## config.mk

```make
export PLATFORM = sky130hd
export DESIGN_NAME = positional_list_engine
export DESIGN_NICKNAME = d
export VERILOG_FILES = /design/src/rtl/ple_pkg.sv /design/src/rtl/ple_cell.sv /design/src/rtl/positional_list_engine.sv
export SDC_FILE = /design/constraint.sdc
export NUM_CORES = 2
export LEC_CHECK = 0
export BUFFER_PORTS_ARGS = -buffer_cell sky130_fd_sc_hd__buf_2
export CAP_MARGIN = 25
export CORE_ASPECT_RATIO = 0.9
export CORE_MARGIN = 2
export CORE_UTILIZATION = 25
export DETAILED_ROUTE_END_ITERATION = 7
export SLEW_MARGIN = 20
export SYNTH_ARGS = -nofsm -noshare
export SYNTH_HDL_FRONTEND = slang
export SYNTH_SLANG_ARGS = --single-unit
```

## constraint.sdc

```tcl
create_clock -name clk -period 8.1 [get_ports clk]
set_input_delay 0.405 -clock clk [delete_from_list [all_inputs] [get_ports clk]]
set_output_delay 0.405 -clock clk [all_outputs]
set_load 0.005 [all_outputs]
```

## src/rtl/ple_pkg.sv

```systemverilog
// ----------------------------------------------------------------------------
// ple_pkg: shared types and codes of the positional list engine
// Request and response payloads, request codes, and the probe that walks the
// cell chain.
// ----------------------------------------------------------------------------
package ple_pkg;

  localparam int PLE_CAPACITY = 32;

  localparam logic [2:0] REQ_INSERT = 3'd0;
  localparam logic [2:0] REQ_DELETE = 3'd1;
  localparam logic [2:0] REQ_GET    = 3'd2;
  localparam logic [2:0] REQ_LOCATE = 3'd3;
  localparam logic [2:0] REQ_CLEAR  = 3'd4;

  typedef struct packed {
    logic [2:0]          req_type;
    logic [5:0]          position;
    logic signed [31:0]  value_in;
  } req_t;

  typedef struct packed {
    logic                ok;
    logic signed [31:0]  value_out;
    logic [5:0]          found_position;
    logic [5:0]          list_length;
    logic                is_empty;
  } rsp_t;

  // Search token handed from cell to cell, one cell per cycle.
  typedef struct packed {
    logic                valid;
    logic                locate;
    logic                hit;
    logic signed [31:0]  data;
    logic [5:0]          found;
  } probe_t;

  // Broadcast shift command for one commit cycle.
  typedef struct packed {
    logic                up;
    logic                down;
    logic [5:0]          pos;
    logic signed [31:0]  value;
  } shift_t;

endpackage

```

## src/rtl/ple_cell.sv

```systemverilog
// ----------------------------------------------------------------------------
// ple_cell: one list slot
// Holds one element, shifts it with its neighbors on insert and delete, and
// passes the search probe on to the next cell, claiming it on a match.
// ----------------------------------------------------------------------------
module ple_cell import ple_pkg::*; #(
  parameter int CAPACITY = PLE_CAPACITY,
  parameter int INDEX    = 0,
  parameter int CW       = $clog2(CAPACITY + 1)
) (
  input  logic               clk,
  input  logic               rst,
  input  shift_t             shift,
  input  logic signed [31:0] left,
  input  logic signed [31:0] right,
  input  logic [CW-1:0]      count,
  input  logic [5:0]         key_pos,
  input  logic signed [31:0] key_value,
  input  probe_t             probe_in,
  output logic signed [31:0] data,
  output probe_t             probe_out
);

  localparam logic [5:0] FOUND_CODE = 6'(INDEX + 1);

  logic match_idx;
  logic match_val;
  logic take;

  assign match_idx = (int'(key_pos) == INDEX + 1);
  assign match_val = (INDEX < int'(count)) && (data == key_value);
  assign take      = probe_in.valid && !probe_in.hit &&
                     (probe_in.locate ? match_val : match_idx);

  // Element storage: no reset, slots above the length are never read.
  always_ff @(posedge clk) begin
    if (shift.up) begin
      if (int'(shift.pos) == INDEX + 1) begin
        data <= shift.value;
      end else if (int'(shift.pos) <= INDEX) begin
        data <= left;
      end
    end else if (shift.down) begin
      if (int'(shift.pos) <= INDEX + 1) begin
        data <= right;
      end
    end
  end

  always_ff @(posedge clk) begin
    if (rst) begin
      probe_out.valid <= 1'b0;
    end else begin
      probe_out.valid <= probe_in.valid;
    end
    probe_out.locate <= probe_in.locate;
    probe_out.hit    <= probe_in.hit | take;
    probe_out.data   <= take ? data : probe_in.data;
    probe_out.found  <= take ? FOUND_CODE : probe_in.found;
  end

endmodule

```

## src/rtl/positional_list_engine.sv

```systemverilog
// ----------------------------------------------------------------------------
// positional_list_engine: ordered list of signed 32-bit elements
// A row of CAPACITY cells holds the list; insert, delete, get, locate, clear.
// ----------------------------------------------------------------------------
// Insert, clear and rejected requests: no pass along the chain; the response
//   is loaded from the finish state once the response register is free.
// Get, delete and locate: the probe crosses one cell per cycle along the chain,
//   and the response is loaded after it leaves the last cell.
// One request is in flight at a time; the next is taken once the response is
//   loaded. rst (synchronous) empties the list and drops any work.
module positional_list_engine import ple_pkg::*; #(
  parameter int CAPACITY = PLE_CAPACITY
) (
  input  logic clk,
  input  logic rst,
  input  logic req_valid,
  output logic req_stall,
  input  req_t req,
  output logic rsp_valid,
  input  logic rsp_stall,
  output rsp_t rsp
);

  localparam int CW = $clog2(CAPACITY + 1);

  typedef enum logic [1:0] {
    S_IDLE,
    S_SCAN,
    S_FINISH
  } state_t;

  state_t state;

  // Request held for the whole operation.
  logic [2:0]         cur_type;
  logic [5:0]         cur_pos;
  logic signed [31:0] cur_value;

  // Result being assembled.
  logic               res_ok;
  logic signed [31:0] res_val;
  logic [5:0]         res_found;

  logic [CW-1:0] count;
  logic [CW-1:0] count_next;

  logic launch_valid;
  logic launch_locate;
  probe_t probe_w [CAPACITY+1];
  logic signed [31:0] data_w  [CAPACITY];
  logic signed [31:0] left_w  [CAPACITY];
  logic signed [31:0] right_w [CAPACITY];

  shift_t shift;

  logic accept;
  logic commit;
  logic ins_ok;
  logic idx_ok;
  logic start_scan;
  logic quick_ok;

  assign accept = req_valid && !req_stall;
  // Commit only once the response register is free.
  assign commit = (state == S_FINISH) && (!rsp_valid || !rsp_stall);

  assign req_stall = (state != S_IDLE);

  // Bounds checks against the current length.
  assign ins_ok = (int'(count) < CAPACITY) && (req.position != 6'd0) &&
                  (int'(req.position) <= int'(count) + 1);
  assign idx_ok = (req.position != 6'd0) && (int'(req.position) <= int'(count));

  // Decide whether the request needs a pass along the chain.
  always_comb begin
    start_scan = 1'b0;
    quick_ok   = 1'b0;
    unique case (req.req_type)
      REQ_INSERT: quick_ok = ins_ok;
      REQ_DELETE, REQ_GET: begin
        start_scan = idx_ok;
      end
      REQ_LOCATE: start_scan = 1'b1;
      REQ_CLEAR:  quick_ok = 1'b1;
      default:    quick_ok = 1'b0;
    endcase
  end

  // Length after this commit.
  always_comb begin
    count_next = count;
    case (cur_type)
      REQ_INSERT: if (res_ok) count_next = count + CW'(1);
      REQ_DELETE: if (res_ok) count_next = count - CW'(1);
      REQ_CLEAR:  count_next = '0;
      default:    count_next = count;
    endcase
  end

  // Broadcast shift to every cell on a successful insert or delete.
  always_comb begin
    shift.up    = commit && (cur_type == REQ_INSERT) && res_ok;
    shift.down  = commit && (cur_type == REQ_DELETE) && res_ok;
    shift.pos   = cur_pos;
    shift.value = cur_value;
  end

  // Probe entering the first cell: a fresh, unclaimed token.
  assign probe_w[0] = '{valid: launch_valid, locate: launch_locate, hit: 1'b0,
                        data: 32'sd0, found: 6'd0};

  genvar g;
  generate
    for (g = 0; g < CAPACITY; g++) begin : g_cell
      if (g == 0) begin : g_first
        assign left_w[g] = cur_value;
      end else begin : g_mid
        assign left_w[g] = data_w[g-1];
      end
      if (g == CAPACITY - 1) begin : g_last
        assign right_w[g] = data_w[g];
      end else begin : g_inner
        assign right_w[g] = data_w[g+1];
      end

      ple_cell #(
        .CAPACITY (CAPACITY),
        .INDEX    (g),
        .CW       (CW)
      ) u_cell (
        .clk       (clk),
        .rst       (rst),
        .shift     (shift),
        .left      (left_w[g]),
        .right     (right_w[g]),
        .count     (count),
        .key_pos   (cur_pos),
        .key_value (cur_value),
        .probe_in  (probe_w[g]),
        .data      (data_w[g]),
        .probe_out (probe_w[g+1])
      );
    end
  endgenerate

  // Request latch: payload only, no reset.
  always_ff @(posedge clk) begin
    if (accept) begin
      cur_type  <= req.req_type;
      cur_pos   <= req.position;
      cur_value <= req.value_in;
    end
  end

  // Controller: state, length, probe launch and response register.
  always_ff @(posedge clk) begin
    if (rst) begin
      state         <= S_IDLE;
      count         <= '0;
      rsp_valid     <= 1'b0;
      launch_valid  <= 1'b0;
    end else begin
      // Launch a one-cycle probe pulse when a scan request transfers.
      launch_valid <= (state == S_IDLE) && accept && start_scan;
      // Load the response on commit; clear it once it transfers.
      if (commit) begin
        rsp_valid <= 1'b1;
      end else if (rsp_valid && !rsp_stall) begin
        rsp_valid <= 1'b0;
      end
      unique case (state)
        S_IDLE: begin
          if (accept) begin
            res_ok    <= quick_ok;
            res_val   <= '0;
            res_found <= '0;
            if (start_scan) begin
              state <= S_SCAN;
            end else begin
              state <= S_FINISH;
            end
          end
        end
        S_SCAN: begin
          if (probe_w[CAPACITY].valid) begin
            res_ok    <= 1'b1;
            res_val   <= probe_w[CAPACITY].locate ? 32'sd0 : probe_w[CAPACITY].data;
            res_found <= probe_w[CAPACITY].locate ? probe_w[CAPACITY].found : 6'd0;
            state     <= S_FINISH;
          end
        end
        S_FINISH: begin
          if (commit) begin
            count <= count_next;
            state <= S_IDLE;
          end
        end
        default: state <= S_IDLE;
      endcase
    end
  end

  // Launch payload and response payload: no reset needed.
  always_ff @(posedge clk) begin
    launch_locate <= (req.req_type == REQ_LOCATE);
    if (commit) begin
      rsp.ok             <= res_ok;
      rsp.value_out      <= res_val;
      rsp.found_position <= res_found;
      rsp.list_length    <= 6'(count_next);
      rsp.is_empty       <= (count_next == '0);
    end
  end

endmodule
```

Yosys cells after proc, flatten, opt, wreduce, memory -nomap -nowiden:

Index checks and enable logic that the tools add are counted.

* add/subtract/negate cells: 3
* $lt $le $gt $ge: 67
* eq/ne operators: 106
* mux-type cells: 244
* bitwise operators: 31
* reduce and logical (&&, ||, !) cells: 219

Operator list (number)
* two-way mux 32 bit: 191
* == test 32 bit: 32
* logical AND 1 bit: 107
* == test 6 bit, second input constant: 17
* less-or-equal comparator 6 x 5 -> 1 bit, second input constant: 16
* less-than comparator 5 x 6 -> 1 bit, first input constant: 16
* AND reduction 3 bit: 32
* inequality test 3 x 1 -> 1 bit, second input constant: 29
* nonzero test 2 bit: 36
* one-hot mux 32 bit (2 select lines): 1
* == test 6 x 5 -> 1 bit, second input constant: 8
* less-or-equal comparator 6 x 4 -> 1 bit, second input constant: 8
* less-than comparator 4 x 6 -> 1 bit, first input constant: 8
* two-way mux 1 bit: 37
* zero test 1 bit: 34
* two-way mux 6 bit: 5
* bitwise OR 1 bit: 30
* == test 6 x 4 -> 1 bit, second input constant: 4
* less-or-equal comparator 6 x 3 -> 1 bit, second input constant: 4
* less-than comparator 3 x 6 -> 1 bit, first input constant: 4
* one-hot mux 6 bit (3 select lines): 1
* == test 6 x 3 -> 1 bit, second input constant: 2
* less-or-equal comparator 6 x 1 -> 1 bit, second input constant: 2
* less-or-equal comparator 6 x 2 -> 1 bit, second input constant: 2
* other kinds (31): 44

* register bits: 2472
* bits of input ports: 45
* output and inout bits: 48
* logic and storage cells: 877

Depth between registers and ports, before layout:

* depth after elaboration: 7
* depth in mapped cells: 11
* mapped depth without buffers: 10

Cells and area by module:

A second synthesis with hierarchy kept.

* cells, all modules: 14921
* area total of the unflattened synthesis: 143958.1 µm²

Modules (own cells, without submodules)
* ple_cell (g_cell[24].u_cell ...): instances 2, cells each 476, area each 4454.3 µm², sequential area each 1781.7 µm²
* ple_cell (g_cell[11].u_cell ...): instances 2, cells each 475, area each 4436.8 µm², sequential area each 1781.7 µm²
* ple_cell (g_cell[15].u_cell ...): instances 2, cells each 476, area each 4436.8 µm², sequential area each 1781.7 µm²
* positional_list_engine: instances 1, cells each 335, area each 5280.1 µm², sequential area each 4003.8 µm²
* ple_cell (g_cell[20].u_cell): instances 1, cells each 518, area each 4968.5 µm², sequential area each 1781.7 µm²
* ple_cell (g_cell[31].u_cell): instances 1, cells each 519, area each 4914.7 µm², sequential area each 1781.7 µm²
* ple_cell (g_cell[16].u_cell): instances 1, cells each 477, area each 4465.5 µm², sequential area each 1781.7 µm²
* ple_cell (g_cell[21].u_cell): instances 1, cells each 477, area each 4458.0 µm², sequential area each 1781.7 µm²
* ple_cell (g_cell[1].u_cell): instances 1, cells each 476, area each 4453.0 µm², sequential area each 1781.7 µm²
* ple_cell (g_cell[18].u_cell): instances 1, cells each 476, area each 4450.5 µm², sequential area each 1781.7 µm²
* ple_cell (g_cell[26].u_cell): instances 1, cells each 477, area each 4449.3 µm², sequential area each 1781.7 µm²
* ple_cell (g_cell[17].u_cell): instances 1, cells each 478, area each 4448.0 µm², sequential area each 1781.7 µm²
* ple_cell (g_cell[10].u_cell): instances 1, cells each 475, area each 4445.5 µm², sequential area each 1781.7 µm²
* ple_cell (g_cell[12].u_cell): instances 1, cells each 477, area each 4445.5 µm², sequential area each 1781.7 µm²
* +16 rows

Worst setup path before layout:

Ideal clock, no wire load.

* path kind: register to register
* start: register state[0]
* end: register g_cell[26].u_cell.data[0] (enable)
* setup time: 480 ps
* data arrival time: 5120 ps
* data required time: 7620 ps
* path slack: 2499 ps
* stages on the path, launching flop included: 6
* buffers on the path: 1
* clock period less this slack: 5601 ps
* cell sequence: dfxtp_1 > nand2b_1 > a21oi_2 > nand2_1 > clkbuf_1 > a311oi_1

* cells in the longest elaborated chain, start to end: 6
* elaborated cells between the ends (all ways): 10
* classes of those cells: eq/ne (2); reduce/logical (8)

RTL lines
* from (decl): line positional_list_engine.sv:32 `state_t state;`
* from (signal assigned): line positional_list_engine.sv:158 `state <= S_IDLE;`
* from (signal assigned): line positional_list_engine.sv:178 `state <= S_SCAN;`
* from (signal assigned): line positional_list_engine.sv:180 `state <= S_FINISH;`
* == test 2 bit *: line positional_list_engine.sv:65 `assign commit = (state == S_FINISH) && (!rsp_valid || !rsp_stall);`
* logical AND 1 bit *: line positional_list_engine.sv:65
* named net commit: line positional_list_engine.sv:57 `logic commit;`
* logical AND 1 bit, on equally long branches (2 in series): line positional_list_engine.sv:102, positional_list_engine.sv:103
* inequality test 3 x 1 -> 1 bit (no line) / nonzero test 2 bit (equally long branches)
* AND reduction 3 bit (no line) *
* to (signal assigned): line ple_cell.sv:39 `data <= shift.value;`
* to (signal assigned): line ple_cell.sv:41 `data <= left;`
* to (signal assigned): line ple_cell.sv:45 `data <= right;`
* to (decl): line ple_cell.sv:20 `output logic signed [31:0] data,`

The timed path passes the listed nets; every way through them passes the cells marked *.
A chain may end at the register's enable or synchronous reset.

Final worst setup path:

* start: register count[1]
* end: register g_cell[1].u_cell.probe_out[22] in the netlist's numbering

* cells in the longest elaborated chain, start to end: 5

RTL lines
* from (decl): line positional_list_engine.sv:44 `logic [CW-1:0] count;`
* from (signal assigned): line positional_list_engine.sv:194 `count <= count_next;`
* less-than comparator 1 x 6 -> 1 bit: line ple_cell.sv:31 `assign match_val = (INDEX < int'(count)) && (data == key_value);`
* logical AND 1 bit: line ple_cell.sv:31
* two-way mux 1 bit: line ple_cell.sv:33 `(probe_in.locate ? match_val : match_idx);`
* logical AND 1 bit: line ple_cell.sv:32 `assign take = probe_in.valid && !probe_in.hit &&`
* two-way mux 32 bit: line ple_cell.sv:58 `probe_out.data <= take ? data : probe_in.data;`
* to (decl): line ple_cell.sv:21 `output probe_t probe_out`

No other way between the ends.

==> reports/qor.yml <==
grt.overflow.total: 0
nFillCells: 44005
area_delta_synth_final_pct: 15.2
post_cts_buffers: 0
critPathArrivalTime_ns: 5.30
io_pins: 93
cts_made_buffers: 268
gpl.final_weighted_congestion: 0.886
dpl.hpwl_um: 252000
skew_ns: 0.0614
fin_tns_setup_ns: 0
cts_tree: "done"
fin_crit_sh_pct: 56.5
insertion_delay_ns: 0.87
setup_viol_count_final: 0
yosysWarnings: 0
place_area_um2: 115000
synthTopCellsByArea: "edfxtp_1, dfxtp_1, mux2_2"
postRouteAntennaNets: 0
antenna_found_initial: 27
track_usage_pct: 16.3
die_x_um: 697
final_cell_area_um2: 124000
cpMaxStageDelayCell: "dfxtp_1"
synth_area_leader_cell: "edfxtp_1"
clkTransAtPathRegs_ns: 0.06
synth-seq-area-share_pct: 55.4
synth.cell_area_um2: 108000
drtPass1Iterations: 6
ir_worst_vdd_mv: 0.146
yosys.area.top_type_share_pct: 32.0
cp_max_fo: 27
crit_buf_inv: 2
fp.dieH_um: 627
drc: 0
cts_htree_levels: 5
numClockSinks: 2414
synth_nets: 9210
synth_edf_count: 1150
layout_setup_ws_ns: 3.52
drive_above_1_share_pct: 20.4
grt_pass1_vias: 69933
cp.required_ns: 8.83
end_kind: "register"
viasPerCell: 4.80
ctsResizeCount: 0
path_delay_family: "simple AND/OR/NAND/NOR gates"
syn_area_per_cell_um2: 11.8
place.port_buffers: 92
cts.hold.buffers_added: 43
synthFlopType: "dfxtp_1"
fin_crit_ns: 4.58
std_cell_rows: 228
hold_class: "in -> reg"
vias: 72244
synth_cells: 9150
core_area_um2: 429000
status: "completed"
pre_cts_ws_ns: 3.65
crit_path_cell_trace: "inv_1 > ha_1 > or2_2 > a221o_1 > nor4_1 > nand3_1 > a211oi_4 > buf_4 > mux2_2"
max_freq_mhz: 219
rsz0062_at_grt: "false"
die_area_um2: 437000
async_flop_share_pct: 0
drtIter0Drc: 9130
grt_max_degree: 241
grt_pass1_wl_um: 527000
maxSlewHeadroom_pct: 21.3
routed_wl_um: 371000
layout.nets: 9142
path_class: "reg -> reg"
powerDensity_nw_per_um2: 214
totalPowerFinal_w: 0.0267
critPathMaxStageDelay_ns: 0.67
wl_per_cell_um: 24.6
hold_violations: 0
synth_cell_types: 70
p_leak_nw: 52.2
cts-root-buf: "clkbuf_16"
start_util_pct: 25.1
cp-start-kind: "register"
drv_slew: 0
tightest_slew_ns: 1.18
cap_violations: 0
ys_ff_latch: 2414
clockBufferDepth: 4
[per-layer routing]
metal	global-route usage, %	up-vias	wire [um]
met5	0	-	7
met4	4.55	2	11500
met3	2.62	573	29900
met2	24.9	3188	163000
met1	23.7	36294	167000
li1	-	32187	-
[cells in the mapped netlist (116+ instances only)]
cell type     n
edfxtp_1   1150
xor2_1      764
nand2_1    1026
clkbuf_1    429
buf_2       181
nor2_1      116
dfxtp_1    1264
o21ai_0     986
mux2i_1     914
xnor2_1     262
nor4_1      201
mux2_2     1049
[where the power goes]
part	internal (W)	switching, W	total [W]
Clock	0.00718	0.00513	0.0123
Sequential	0.0128	0.000100	0.0129
Combinational	0.000424	0.00103	0.00146
[cell families after synthesis]
| kind of cell | Yosys count | share of synthesized area, % |
|---|---|---|
| flip-flops | 2414 | 55.4 |
| adder cells (fa/ha/maj) | 15 | 0.174 |
| buffers and inverters | 709 | 2.88 |
| AND/OR/NAND/NOR | 1864 | 8.12 |
| AO/OA/AOI/OAI | 1155 | 5.61 |
| multiplexers | 1967 | 19.5 |
| XOR/XNOR | 1026 | 8.32 |
[path summary, 6_finish.rpt]
path	startpoint	end	slack (ns)	cells after the start
setup reg to reg	count[1]	g_cell[1].u_cell.probe_out[22]	3.52	9
setup / recovery	count[1]	g_cell[1].u_cell.probe_out[22]	3.52	9
hold reg to reg	g_cell[9].u_cell.probe_out[39]	g_cell[10].u_cell.probe_out[39]	0.36	0
hold / removal	req[4]	cur_value[4]	0.25	2
[layout by cell type, fill, tap and decap left out, types with 6 or more instances in the layout]
master and n:
a211oi_1 6, xor2_1 764, mux2_2 1049, clkinv_1 21
nand2_2 27, and3_1 9, o21ai_4 14, and2_1 107
clkinv_2 37, buf_12 21, inv_1 30, bufinv_16 9
dlygate4sd3_1 43, diode_2 6, clkbuf_16 285, buf_2 93
a21o_1 15, nand4_1 96, nand3_1 46, clkbuf_8 47
nand2_1 998, nor4_1 201, ha_1 15, nand2b_1 72
nor2_1 106, o21ai_0 984, dfxtp_1 1264, edfxtp_1 1150
a21oi_4 22, buf_4 170, a21oi_1 72, nor2b_1 58
nor3_1 36, xnor2_1 262, clkbuf_1 72, buf_16 6
mux2i_1 914, or2_2 56
[layout make-up]
class	count	area [um2]	share of cell area, %
inverter	36	135	0.109
antenna	6	15.0	0.0121
timing repair buffer	335	2780	2.24
multi-input combinational	6027	45600	36.7
clock buffer	404	8050	6.47
tap	5750	7190	5.79
clock inverter	79	704	0.567
sequential	2414	59800	48.1
[registers in the layout (all words and copies together), names as in the netlist]
signal	flops
rsp_valid	1
state	2
cur_pos	6
launch_valid	1
res_found	6
count	6
g_cell.u_cell.probe_out	1253
cur_type	3
launch_locate	1
cur_value	32
res_val	32
g_cell.u_cell.data	1024
rsp	46
res_ok	1
[metrics by stage]
stage / std cells / hold slack [ns] / utilization (%)
6_report: 15051 / 0.249 / 29.0
5_1_grt: 15045 / 0.231 / 29.0
4_1_cts: 15043 / 0.196 / 28.9
3_5_place_dp: 14517 / 0.360 / 26.8
3_3_place_gp: 14508 / 0.366 / 26.8
2_1_floorplan: 9150 / 0.339 / -
Power figures use the tool's default switching activity.
